[config.mk]
export PLATFORM = sky130hd
export DESIGN_NAME = bezier_ease_solver_flat
export DESIGN_NICKNAME = d
export VERILOG_FILES = /design/src/hdl/bes_pkg.sv /design/src/hdl/bes_if.sv /design/src/hdl/bes_dpath.sv /design/src/hdl/bes_ctrl.sv /design/src/hdl/bezier_ease_solver.sv /design/src/flat_wrapper.sv
export SDC_FILE = /design/constraint.sdc
export NUM_CORES = 2
export LEC_CHECK = 0
export ABC_AREA = 0
export BUFFER_PORTS_ARGS = -buffer_cell sky130_fd_sc_hd__buf_2
export CELL_PAD_IN_SITES_DETAIL_PLACEMENT = 1
export CELL_PAD_IN_SITES_GLOBAL_PLACEMENT = 1
export CORE_MARGIN = 2
export CORE_UTILIZATION = 45
export CTS_CLUSTER_SIZE = 14
export DETAILED_ROUTE_END_ITERATION = 16
export PLACE_DENSITY_LB_ADDON = 0.05
export SYNTH_ARGS = -nofsm -noshare
export SYNTH_HDL_FRONTEND = slang
export SYNTH_HIERARCHICAL = 1
export SYNTH_SLANG_ARGS = --single-unit
[constraint.sdc]
create_clock -name clk -period 9.2 [get_ports clk]
set_clock_uncertainty 0.05 [all_clocks]
set_input_delay 0.92 -clock clk [delete_from_list [all_inputs] [get_ports clk]]
set_output_delay 0.92 -clock clk [all_outputs]
set_load 0.005 [all_outputs]
[src/hdl/bes_pkg.sv]
`timescale 1ns / 1ps
// Shared types and constants for the cubic Bezier easing solver.
// Used by the channel interfaces, the controller, the datapath and the top level.
package bes_pkg;

  // Width of every input and output field (unsigned Q1.16, 65536 = 1.0).
  localparam int FIELD_W = 17;
  localparam int FIELD_FRAC = 16;
  localparam logic [FIELD_W-1:0] OUT_MAX = 17'h10000;

  typedef enum logic [4:0] {
    S_IDLE,
    S_T2,
    S_T3,
    S_FA,
    S_FB,
    S_FC,
    S_FD,
    S_CHK,
    S_YT2,
    S_YT3,
    S_YR2,
    S_YU,
    S_YV,
    S_YW,
    S_YX,
    S_YS,
    S_OUT
  } state_t;

  // Operand pairs for the shared multiplier.
  typedef enum logic [3:0] {
    MS_TT,
    MS_T2T,
    MS_K0T3,
    MS_K1T2,
    MS_K2T,
    MS_RR,
    MS_T2R,
    MS_PY2,
    MS_TR2,
    MS_PY1
  } mul_sel_t;

  // Register that takes the scaled product.
  typedef enum logic [2:0] {
    DST_NONE,
    DST_T2,
    DST_T3,
    DST_P,
    DST_R2
  } dest_t;

  typedef enum logic [2:0] {
    ACC_NONE,
    ACC_P_MINUS_X,
    ACC_ADD_P,
    ACC_T3_PLUS_3P,
    ACC_ADD_3P
  } acc_op_t;

  typedef struct packed {
    logic     load;
    mul_sel_t mul_sel;
    dest_t    dest;
    acc_op_t  acc_op;
    logic     r_load;
    logic     step;
    logic     out_load;
  } dp_cmd_t;

  typedef struct packed {
    logic diag;
    logic f_small;
  } dp_stat_t;

endpackage

[src/hdl/bes_if.sv]
`timescale 1ns / 1ps
// Valid/ready channel interfaces for the easing solver's input and result beats.
// Depends on bes_pkg for the field width.

interface bes_in_if;
  logic                         valid;
  logic                         ready;
  logic [bes_pkg::FIELD_W-1:0]  progress;
  logic [bes_pkg::FIELD_W-1:0]  first_ctrl_x;
  logic [bes_pkg::FIELD_W-1:0]  first_ctrl_y;
  logic [bes_pkg::FIELD_W-1:0]  second_ctrl_x;
  logic [bes_pkg::FIELD_W-1:0]  second_ctrl_y;

  modport source (
    output valid, progress, first_ctrl_x, first_ctrl_y, second_ctrl_x, second_ctrl_y,
    input  ready
  );
  modport sink (
    input  valid, progress, first_ctrl_x, first_ctrl_y, second_ctrl_x, second_ctrl_y,
    output ready
  );
endinterface

interface bes_out_if;
  logic                         valid;
  logic                         ready;
  logic [bes_pkg::FIELD_W-1:0]  eased_value;

  modport source (output valid, eased_value, input ready);
  modport sink (input valid, eased_value, output ready);
endinterface

[src/hdl/bes_dpath.sv]
`timescale 1ns / 1ps
// Datapath of the easing solver: operand registers, one shared fixed-point
// multiplier, the accumulator, the parameter update and the result register.
// Depends on bes_pkg; driven by bes_ctrl through dp_cmd_t.
module bes_dpath #(
  parameter int FRAC_BITS = 16
) (
  input  logic                         clk,
  input  logic [bes_pkg::FIELD_W-1:0]  progress,
  input  logic [bes_pkg::FIELD_W-1:0]  first_ctrl_x,
  input  logic [bes_pkg::FIELD_W-1:0]  first_ctrl_y,
  input  logic [bes_pkg::FIELD_W-1:0]  second_ctrl_x,
  input  logic [bes_pkg::FIELD_W-1:0]  second_ctrl_y,
  input  bes_pkg::dp_cmd_t             cmd,
  output bes_pkg::dp_stat_t            stat,
  output logic [bes_pkg::FIELD_W-1:0]  eased_value
);

  // Eleven integer bits and a sign cover every intermediate value: t is kept
  // within +/-4.0, so no sum or product exceeds about 1200.0.
  localparam int W   = FRAC_BITS + 12;
  localparam int SHL = (FRAC_BITS >= bes_pkg::FIELD_FRAC) ? FRAC_BITS - bes_pkg::FIELD_FRAC : 0;
  localparam int SHR = (FRAC_BITS <  bes_pkg::FIELD_FRAC) ? bes_pkg::FIELD_FRAC - FRAC_BITS : 0;
  localparam int EW  = W + SHR;

  localparam logic signed [W-1:0] ONE  = W'(64'd1 << FRAC_BITS);
  localparam logic signed [W-1:0] TLIM = W'(64'd4 << FRAC_BITS);
  localparam logic signed [W-1:0] EPS  = W'(((64'd5 << FRAC_BITS) + 64'd5000) / 64'd10000);
  localparam logic signed [EW-1:0] OUT_MAX_S = $signed(EW'(bes_pkg::OUT_MAX));

  logic [bes_pkg::FIELD_W-1:0] px_r;
  logic                        diag_r;
  logic signed [W-1:0] x_r, k0_r, k1_r, k2_r, y1_r, y2_r;
  logic signed [W-1:0] t_r, t2_r, t3_r, r_r, r2_r, p_r, acc_r;
  logic signed [W-1:0] x_in, x1_in, y1_in, x2_in, y2_in;
  logic signed [W-1:0] op_a, op_b, mul_q;
  logic signed [2*W-1:0] prod;
  logic signed [W-1:0] acc_nxt, t_nxt, t_sub;
  logic signed [EW-1:0] y_ext;
  logic [bes_pkg::FIELD_W-1:0] out_nxt;
  logic [bes_pkg::FIELD_W-1:0] eased_r;

  function automatic logic signed [W-1:0] to_internal(input logic [bes_pkg::FIELD_W-1:0] v);
    logic [W-1:0] tmp;
    tmp = W'(v) << SHL;
    return $signed(tmp >> SHR);
  endfunction

  assign x_in  = to_internal(progress);
  assign x1_in = to_internal(first_ctrl_x);
  assign y1_in = to_internal(first_ctrl_y);
  assign x2_in = to_internal(second_ctrl_x);
  assign y2_in = to_internal(second_ctrl_y);

  assign stat.diag    = (first_ctrl_x == first_ctrl_y) && (second_ctrl_x == second_ctrl_y);
  assign stat.f_small = (acc_r <= EPS) && (acc_r >= -EPS);

  always_comb begin
    op_a = t_r;
    op_b = t_r;
    case (cmd.mul_sel)
      bes_pkg::MS_TT:   begin op_a = t_r;  op_b = t_r;  end
      bes_pkg::MS_T2T:  begin op_a = t2_r; op_b = t_r;  end
      bes_pkg::MS_K0T3: begin op_a = k0_r; op_b = t3_r; end
      bes_pkg::MS_K1T2: begin op_a = k1_r; op_b = t2_r; end
      bes_pkg::MS_K2T:  begin op_a = k2_r; op_b = t_r;  end
      bes_pkg::MS_RR:   begin op_a = r_r;  op_b = r_r;  end
      bes_pkg::MS_T2R:  begin op_a = t2_r; op_b = r_r;  end
      bes_pkg::MS_PY2:  begin op_a = p_r;  op_b = y2_r; end
      bes_pkg::MS_TR2:  begin op_a = t_r;  op_b = r2_r; end
      bes_pkg::MS_PY1:  begin op_a = p_r;  op_b = y1_r; end
      default:          begin op_a = t_r;  op_b = t_r;  end
    endcase
  end

  // Taking the bits above the fraction is a floor division by 2^FRAC_BITS.
  assign prod  = op_a * op_b;
  assign mul_q = prod[FRAC_BITS+W-1:FRAC_BITS];

  always_comb begin
    acc_nxt = acc_r;
    case (cmd.acc_op)
      bes_pkg::ACC_NONE:       acc_nxt = acc_r;
      bes_pkg::ACC_P_MINUS_X:  acc_nxt = p_r - x_r;
      bes_pkg::ACC_ADD_P:      acc_nxt = acc_r + p_r;
      bes_pkg::ACC_T3_PLUS_3P: acc_nxt = t3_r + p_r + (p_r <<< 1);
      bes_pkg::ACC_ADD_3P:     acc_nxt = acc_r + p_r + (p_r <<< 1);
      default:                 acc_nxt = acc_r;
    endcase
  end

  // Half-step correction of t, then clamp to +/-4.0.
  always_comb begin
    t_sub = t_r - (acc_r >>> 1);
    if (t_sub > TLIM) begin
      t_nxt = TLIM;
    end else if (t_sub < -TLIM) begin
      t_nxt = -TLIM;
    end else begin
      t_nxt = t_sub;
    end
  end

  always_comb begin
    y_ext = (EW'(acc_r) >>> SHL) <<< SHR;
    if (diag_r) begin
      out_nxt = (px_r > bes_pkg::OUT_MAX) ? bes_pkg::OUT_MAX : px_r;
    end else if (y_ext < 0) begin
      out_nxt = '0;
    end else if (y_ext > OUT_MAX_S) begin
      out_nxt = bes_pkg::OUT_MAX;
    end else begin
      out_nxt = y_ext[bes_pkg::FIELD_W-1:0];
    end
  end

  always_ff @(posedge clk) begin
    if (cmd.load) begin
      px_r   <= progress;
      diag_r <= stat.diag;
      x_r    <= x_in;
      y1_r   <= y1_in;
      y2_r   <= y2_in;
      k0_r   <= ONE + x1_in + (x1_in <<< 1) - x2_in - (x2_in <<< 1);
      k1_r   <= x2_in + (x2_in <<< 1) - (x1_in <<< 1) - (x1_in <<< 2);
      k2_r   <= x1_in + (x1_in <<< 1);
      t_r    <= x_in;
    end else if (cmd.step) begin
      t_r <= t_nxt;
    end
    case (cmd.dest)
      bes_pkg::DST_NONE: ;
      bes_pkg::DST_T2:   t2_r <= mul_q;
      bes_pkg::DST_T3:   t3_r <= mul_q;
      bes_pkg::DST_P:    p_r  <= mul_q;
      bes_pkg::DST_R2:   r2_r <= mul_q;
      default: ;
    endcase
    acc_r <= acc_nxt;
    if (cmd.r_load) begin
      r_r <= ONE - t_r;
    end
    if (cmd.out_load) begin
      eased_r <= out_nxt;
    end
  end

  assign eased_value = eased_r;

endmodule

[src/hdl/bes_ctrl.sv]
`timescale 1ns / 1ps
// Controller of the easing solver: sequences the datapath through the solver
// iterations and the final curve evaluation, and owns both handshakes.
// Depends on bes_pkg.
module bes_ctrl #(
  parameter int MAX_ITERATIONS = 12
) (
  input  logic               clk,
  input  logic               rst_n,
  input  logic               in_valid,
  output logic               in_ready,
  output logic               out_valid,
  input  logic               out_ready,
  input  bes_pkg::dp_stat_t  stat,
  output bes_pkg::dp_cmd_t   cmd
);

  localparam int IW = $clog2(MAX_ITERATIONS + 1);
  localparam logic [IW-1:0] ITER_LAST = IW'(MAX_ITERATIONS - 1);

  bes_pkg::state_t state_r, state_nxt;
  logic [IW-1:0]   iter_r, iter_nxt;
  logic            out_valid_r, out_valid_nxt;

  always_ff @(posedge clk) begin
    if (!rst_n) begin
      state_r     <= bes_pkg::S_IDLE;
      iter_r      <= '0;
      out_valid_r <= 1'b0;
    end else begin
      state_r     <= state_nxt;
      iter_r      <= iter_nxt;
      out_valid_r <= out_valid_nxt;
    end
  end

  always_comb begin
    state_nxt     = state_r;
    iter_nxt      = iter_r;
    out_valid_nxt = out_valid_r;
    in_ready      = (state_r == bes_pkg::S_IDLE);
    cmd.load      = 1'b0;
    cmd.mul_sel   = bes_pkg::MS_TT;
    cmd.dest      = bes_pkg::DST_NONE;
    cmd.acc_op    = bes_pkg::ACC_NONE;
    cmd.r_load    = 1'b0;
    cmd.step      = 1'b0;
    cmd.out_load  = 1'b0;

    if (out_valid_r && out_ready) begin
      out_valid_nxt = 1'b0;
    end

    case (state_r)
      bes_pkg::S_IDLE: begin
        if (in_valid) begin
          cmd.load  = 1'b1;
          iter_nxt  = '0;
          state_nxt = stat.diag ? bes_pkg::S_OUT : bes_pkg::S_T2;
        end
      end
      bes_pkg::S_T2: begin
        cmd.mul_sel = bes_pkg::MS_TT;
        cmd.dest    = bes_pkg::DST_T2;
        state_nxt   = bes_pkg::S_T3;
      end
      bes_pkg::S_T3: begin
        cmd.mul_sel = bes_pkg::MS_T2T;
        cmd.dest    = bes_pkg::DST_T3;
        state_nxt   = bes_pkg::S_FA;
      end
      bes_pkg::S_FA: begin
        cmd.mul_sel = bes_pkg::MS_K0T3;
        cmd.dest    = bes_pkg::DST_P;
        state_nxt   = bes_pkg::S_FB;
      end
      bes_pkg::S_FB: begin
        cmd.acc_op  = bes_pkg::ACC_P_MINUS_X;
        cmd.mul_sel = bes_pkg::MS_K1T2;
        cmd.dest    = bes_pkg::DST_P;
        state_nxt   = bes_pkg::S_FC;
      end
      bes_pkg::S_FC: begin
        cmd.acc_op  = bes_pkg::ACC_ADD_P;
        cmd.mul_sel = bes_pkg::MS_K2T;
        cmd.dest    = bes_pkg::DST_P;
        state_nxt   = bes_pkg::S_FD;
      end
      bes_pkg::S_FD: begin
        cmd.acc_op = bes_pkg::ACC_ADD_P;
        state_nxt  = bes_pkg::S_CHK;
      end
      bes_pkg::S_CHK: begin
        // The accumulator now holds the residual of the curve equation.
        if (stat.f_small) begin
          state_nxt = bes_pkg::S_YT2;
        end else begin
          cmd.step = 1'b1;
          if (iter_r == ITER_LAST) begin
            state_nxt = bes_pkg::S_YT2;
          end else begin
            iter_nxt  = iter_r + 1'b1;
            state_nxt = bes_pkg::S_T2;
          end
        end
      end
      bes_pkg::S_YT2: begin
        cmd.mul_sel = bes_pkg::MS_TT;
        cmd.dest    = bes_pkg::DST_T2;
        cmd.r_load  = 1'b1;
        state_nxt   = bes_pkg::S_YT3;
      end
      bes_pkg::S_YT3: begin
        cmd.mul_sel = bes_pkg::MS_T2T;
        cmd.dest    = bes_pkg::DST_T3;
        state_nxt   = bes_pkg::S_YR2;
      end
      bes_pkg::S_YR2: begin
        cmd.mul_sel = bes_pkg::MS_RR;
        cmd.dest    = bes_pkg::DST_R2;
        state_nxt   = bes_pkg::S_YU;
      end
      bes_pkg::S_YU: begin
        cmd.mul_sel = bes_pkg::MS_T2R;
        cmd.dest    = bes_pkg::DST_P;
        state_nxt   = bes_pkg::S_YV;
      end
      bes_pkg::S_YV: begin
        cmd.mul_sel = bes_pkg::MS_PY2;
        cmd.dest    = bes_pkg::DST_P;
        state_nxt   = bes_pkg::S_YW;
      end
      bes_pkg::S_YW: begin
        cmd.acc_op  = bes_pkg::ACC_T3_PLUS_3P;
        cmd.mul_sel = bes_pkg::MS_TR2;
        cmd.dest    = bes_pkg::DST_P;
        state_nxt   = bes_pkg::S_YX;
      end
      bes_pkg::S_YX: begin
        cmd.mul_sel = bes_pkg::MS_PY1;
        cmd.dest    = bes_pkg::DST_P;
        state_nxt   = bes_pkg::S_YS;
      end
      bes_pkg::S_YS: begin
        cmd.acc_op = bes_pkg::ACC_ADD_3P;
        state_nxt  = bes_pkg::S_OUT;
      end
      bes_pkg::S_OUT: begin
        // Hold here only while an earlier result beat is still unclaimed.
        if (!out_valid_r || out_ready) begin
          cmd.out_load  = 1'b1;
          out_valid_nxt = 1'b1;
          state_nxt     = bes_pkg::S_IDLE;
        end
      end
      default: begin
        state_nxt = bes_pkg::S_IDLE;
      end
    endcase
  end

  assign out_valid = out_valid_r;

endmodule

[src/hdl/bezier_ease_solver.sv]
`timescale 1ns / 1ps
// Cubic Bezier easing solver: maps a progress value through a timing curve
// given by two control points. Depends on bes_pkg, bes_if, bes_ctrl, bes_dpath.
//
// One item is worked on at a time on a single shared multiplier. Each solver
// iteration forms five products for the powers and coefficient terms of the
// residual, then accumulates the residual and checks it; after the last check
// the curve is evaluated at the final parameter. The item is accepted in the
// idle state and the result register is loaded in the output state. An item
// is resolved after 1 to MAX_ITERATIONS residual checks. When both control
// points lie on the diagonal the progress value goes from acceptance straight
// to the result register. The result register lets the next beat be accepted
// while the previous result still waits to be taken.
module bezier_ease_solver #(
  parameter int MAX_ITERATIONS = 12,
  parameter int FRAC_BITS      = 16
) (
  input  logic       clk,
  input  logic       rst_n,
  bes_in_if.sink     in_ch,
  bes_out_if.source  out_ch
);

  bes_pkg::dp_cmd_t  cmd;
  bes_pkg::dp_stat_t stat;

  bes_ctrl #(
    .MAX_ITERATIONS(MAX_ITERATIONS)
  ) u_ctrl (
    .clk       (clk),
    .rst_n     (rst_n),
    .in_valid  (in_ch.valid),
    .in_ready  (in_ch.ready),
    .out_valid (out_ch.valid),
    .out_ready (out_ch.ready),
    .stat      (stat),
    .cmd       (cmd)
  );

  bes_dpath #(
    .FRAC_BITS(FRAC_BITS)
  ) u_dpath (
    .clk           (clk),
    .progress      (in_ch.progress),
    .first_ctrl_x  (in_ch.first_ctrl_x),
    .first_ctrl_y  (in_ch.first_ctrl_y),
    .second_ctrl_x (in_ch.second_ctrl_x),
    .second_ctrl_y (in_ch.second_ctrl_y),
    .cmd           (cmd),
    .stat          (stat),
    .eased_value   (out_ch.eased_value)
  );

endmodule
[src/flat_wrapper.sv]
// flat-port wrapper written by rule: the top's interface ports become plain ports
module bezier_ease_solver_flat 
#(
  parameter int MAX_ITERATIONS = 12,
  parameter int FRAC_BITS      = 16
)
  (clk, rst_n, in_ch_valid, in_ch_progress, in_ch_first_ctrl_x, in_ch_first_ctrl_y, in_ch_second_ctrl_x, in_ch_second_ctrl_y, in_ch_ready, out_ch_valid, out_ch_eased_value, out_ch_ready);
  bes_in_if in_ch_i ();
  bes_out_if out_ch_i ();
  input  logic clk;
  input  logic rst_n;
  input wire logic [$bits(in_ch_i.valid)-1:0] in_ch_valid;
  input wire logic [$bits(in_ch_i.progress)-1:0] in_ch_progress;
  input wire logic [$bits(in_ch_i.first_ctrl_x)-1:0] in_ch_first_ctrl_x;
  input wire logic [$bits(in_ch_i.first_ctrl_y)-1:0] in_ch_first_ctrl_y;
  input wire logic [$bits(in_ch_i.second_ctrl_x)-1:0] in_ch_second_ctrl_x;
  input wire logic [$bits(in_ch_i.second_ctrl_y)-1:0] in_ch_second_ctrl_y;
  output wire logic [$bits(in_ch_i.ready)-1:0] in_ch_ready;
  output wire logic [$bits(out_ch_i.valid)-1:0] out_ch_valid;
  output wire logic [$bits(out_ch_i.eased_value)-1:0] out_ch_eased_value;
  input wire logic [$bits(out_ch_i.ready)-1:0] out_ch_ready;
  assign in_ch_i.valid = in_ch_valid;
  assign in_ch_i.progress = in_ch_progress;
  assign in_ch_i.first_ctrl_x = in_ch_first_ctrl_x;
  assign in_ch_i.first_ctrl_y = in_ch_first_ctrl_y;
  assign in_ch_i.second_ctrl_x = in_ch_second_ctrl_x;
  assign in_ch_i.second_ctrl_y = in_ch_second_ctrl_y;
  assign in_ch_ready = in_ch_i.ready;
  assign out_ch_valid = out_ch_i.valid;
  assign out_ch_eased_value = out_ch_i.eased_value;
  assign out_ch_i.ready = out_ch_ready;
  bezier_ease_solver #(.MAX_ITERATIONS(MAX_ITERATIONS), .FRAC_BITS(FRAC_BITS)) u_core (.clk(clk), .rst_n(rst_n), .in_ch(in_ch_i), .out_ch(out_ch_i));
endmodule
==> run metrics <==
DR vias/cell 5.78; top cells by area, synth fa_1 (30%), edfxtp_1 (19%), ha_1 (9.9%), inv_1 (6.7%), nand2_1 (3.9%); Post-Layout Cell Count 7195; Post-Syn Area approximately 49000 µm²; Worst-Margin Slew 1.25 ns; FF/Latch Area 9890 µm²; die area 111000 µm²; clk slew on worst S/H paths 0.07 ns; clk root buf clkbuf_16; first-pass GRT wire length approximately 290000 µm; Filler Cells Inserted 12000; design area 59500 µm²; Die Wd 333 µm; sequential fraction of the synthesis area 20.3%; Layout area overhead 22.2%; H-tree Lvls 2; # port buffers approximately 110; initial antenna violation count 2; total wire length 192000 µm; vias in the first global route 44400; post-synth net total 6361; drt drc 0; DP HPWL ~160000 µm; Starting Density around 45%; CTS buffer count 38; Post-synth EDFFs 315; vias 41600; die extent in y ~330 µm; YS warnings 6; CP arrival 10.22 ns; Critical Path Sink Type register; syn_area_per_cell 9.46 µm²; final number of setup-violating endpoints roughly 90; global placement routability congestion 1.03; nets around 7000; fin crit share 109%; WP data required around 9.4 ns; worst hold path class register to register; most frequent cell after synthesis inv_1; clk buf depth 3; prevailing post-synth register cell edfxtp_1; number of I/O pins around 110; critical-path cell with the highest stage delay fa_1; multi-input logic area 36700 µm²; Inst Count DP around 7000; pre-CTS setup slack -1.33 ns; critical path launch point type register; ratio of cells with drive above 1 in the final layout 20.0%; clock latency on the worst-skew pair 0.55 ns; gr ovfl total 0; failing checks negative setup slack; run status complete, but fails checks; RSZ-0062 raised after global routing yes; ys async rst share 0%; worst stage delay on the critical path ~0.56 ns; MaxCap Viol Count 0; floorplan row count 120; TritonCTS sink count 336; Core Area 107000 µm²; cells after synthesis 5147; Cell Area, Placed 55200 µm²; drt wl/cell 26.7 µm; drt first pass iters 6; CTS tree done; Synth area leader fa_1; Final Hold Viols 0; Max-slew headroom 16.0%; Unique masters post-synth 85; fin crit period 9.98 ns; FF+latch count, synth roughly 340; peak fanout along the critical path 10; fin. max-slew vios 0; Post-DRT Antenna Nets 0; final worst setup slack -0.782 ns; CP Class register to register; Post-synth top cells inv_1 (865), fa_1 (738), nand2_1 (508); Yosys top cell area share 30.3%; fmax 100 MHz; GR Util All Layers 34.6%; Detailed Route Iter0 Violations about 3400; hold_buf cts 0; largest net degree at the start of global routing 87
metal layers:
layer  vias up  routed length [µm]  global-route usage (%)  share of wire, %
li1      18200                   -                       -                 -
met4         4                8320                    12.0               4.3
met2      1465               87900                    55.4                46
met3       362               13400                    5.08               7.0
met1     21500               82400                    48.0                43
met5         -                  23                       0             0.012
worst max-delay path: cells and delay by family (launching register included):
kind	cells	cell delay, ns
AOI/OAI and AO/OA	9	2.02
xor gates and xnor gates	1	0.16
adders and majority gates	9	3.90
buffers and inverters	14	1.70
DFF	1	0.40
and+or+nand+nor	9	1.43
placed cells by master (no fill, tap or decap), types with 17 or more instances in the layout:
cell and n:
inv_1 850, fa_1 699, buf_4 505, nand2_1 503, nor2_1 460, ha_1 368, edfxtp_1 315, xnor2_1 195
a21oi_1 157, o21ai_0 109, buf_2 107, a21o_1 90, buf_6 84, xor2_1 79, nand2b_1 62, nand3_1 60
a22oi_1 58, buf_12 52, nor3_1 50, a222oi_1 43, clkbuf_16 39, fa_2 39, and2_1 36, nor2b_1 35
nor4_1 33, o21a_1 30, nand4_1 29, nor2_2 26, o21bai_1 25, a21boi_0 23, and3_1 23, nor2_4 20
a31oi_1 20, o211ai_1 18, ha_4 18, dfxtp_1 17, a21oi_2 17
metrics by stage:
stage               setup TNS (ns)  hold WS [ns]  util (%)
CTS                         -12.69         0.452      54.6
global placement            -74.28         0.435      51.5
floorplan                        0         0.414         -
finish                      -39.69         0.451      55.5
detailed placement          -95.68         0.444      51.5
global route                -58.98         0.495      55.5
path summary, 6_finish.rpt:
kind | cells after the start | startpoint | endpoint | slack, ns
worst min-delay path | 2 | u_core/u_ctrl/iter_r[1] | u_core/u_ctrl/iter_r[1] | 0.45
worst max-delay path | 42 | u_core/u_ctrl/state_r[2] | u_core/u_dpath/p_r[25] | -0.78
worst min register to register | 2 | u_core/u_ctrl/iter_r[1] | u_core/u_ctrl/iter_r[1] | 0.45
worst max register to register | 42 | u_core/u_ctrl/state_r[2] | u_core/u_dpath/p_r[25] | -0.78
cells by family (layout without fill, tap and decap cells):
kind of cell             Yosys count  count (layout)  synth area share [%]
AO/OA/AOI/OAI                    860             860                  12.1
XOR/XNOR                         290             290                  5.22
adder cells (fa/ha/maj)         1125            1125                  40.3
buffers and inverters           1057            1700                  8.20
flip-flops                       336             336                  20.3
multiplexers                      18              18                 0.373
other                              0               2                     0
AND/OR/NAND/NOR                 1461            1461                  13.5
sequential cells by signal (all words and copies together) (netlist names), 5 cells and up:
name,count
u_core/u_dpath/eased_value,17
u_core/u_dpath/k2_r,19
u_core/u_dpath/acc_r,28
u_core/u_dpath/t2_r,28
u_core/u_dpath/y1_r,17
u_core/u_dpath/k1_r,21
u_core/u_dpath/k0_r,21
u_core/u_dpath/t_r,28
u_core/u_dpath/y2_r,17
u_core/u_dpath/x_r,17
u_core/u_ctrl/state_r,5
u_core/u_dpath/p_r,28
u_core/u_dpath/r_r,28
u_core/u_dpath/r2_r,28
u_core/u_dpath/t3_r,28
area by class of cell:
cell class                 count  area share (%)
inverter                     865            5.47
clock buffer                  44            1.67
multi-input combinational   3754            61.8
timing repair buffer         765            11.1
tap                         1403            2.95
sequential                   336            16.6
clock inverter                26           0.461
antenna                        2         0.00841
timing repair:
item,in CTS,in global routing
setup endpoints to repair,112,108
gates cloned,3,0
endpoints found under the hold margin,0,0
buffers inserted,68,55
pin swaps,99,112
resized for setup,325,160
Power is left out: the tool's default activity adds up to more than one toggle a clock period on the data nets, which glitch-free logic cannot reach.
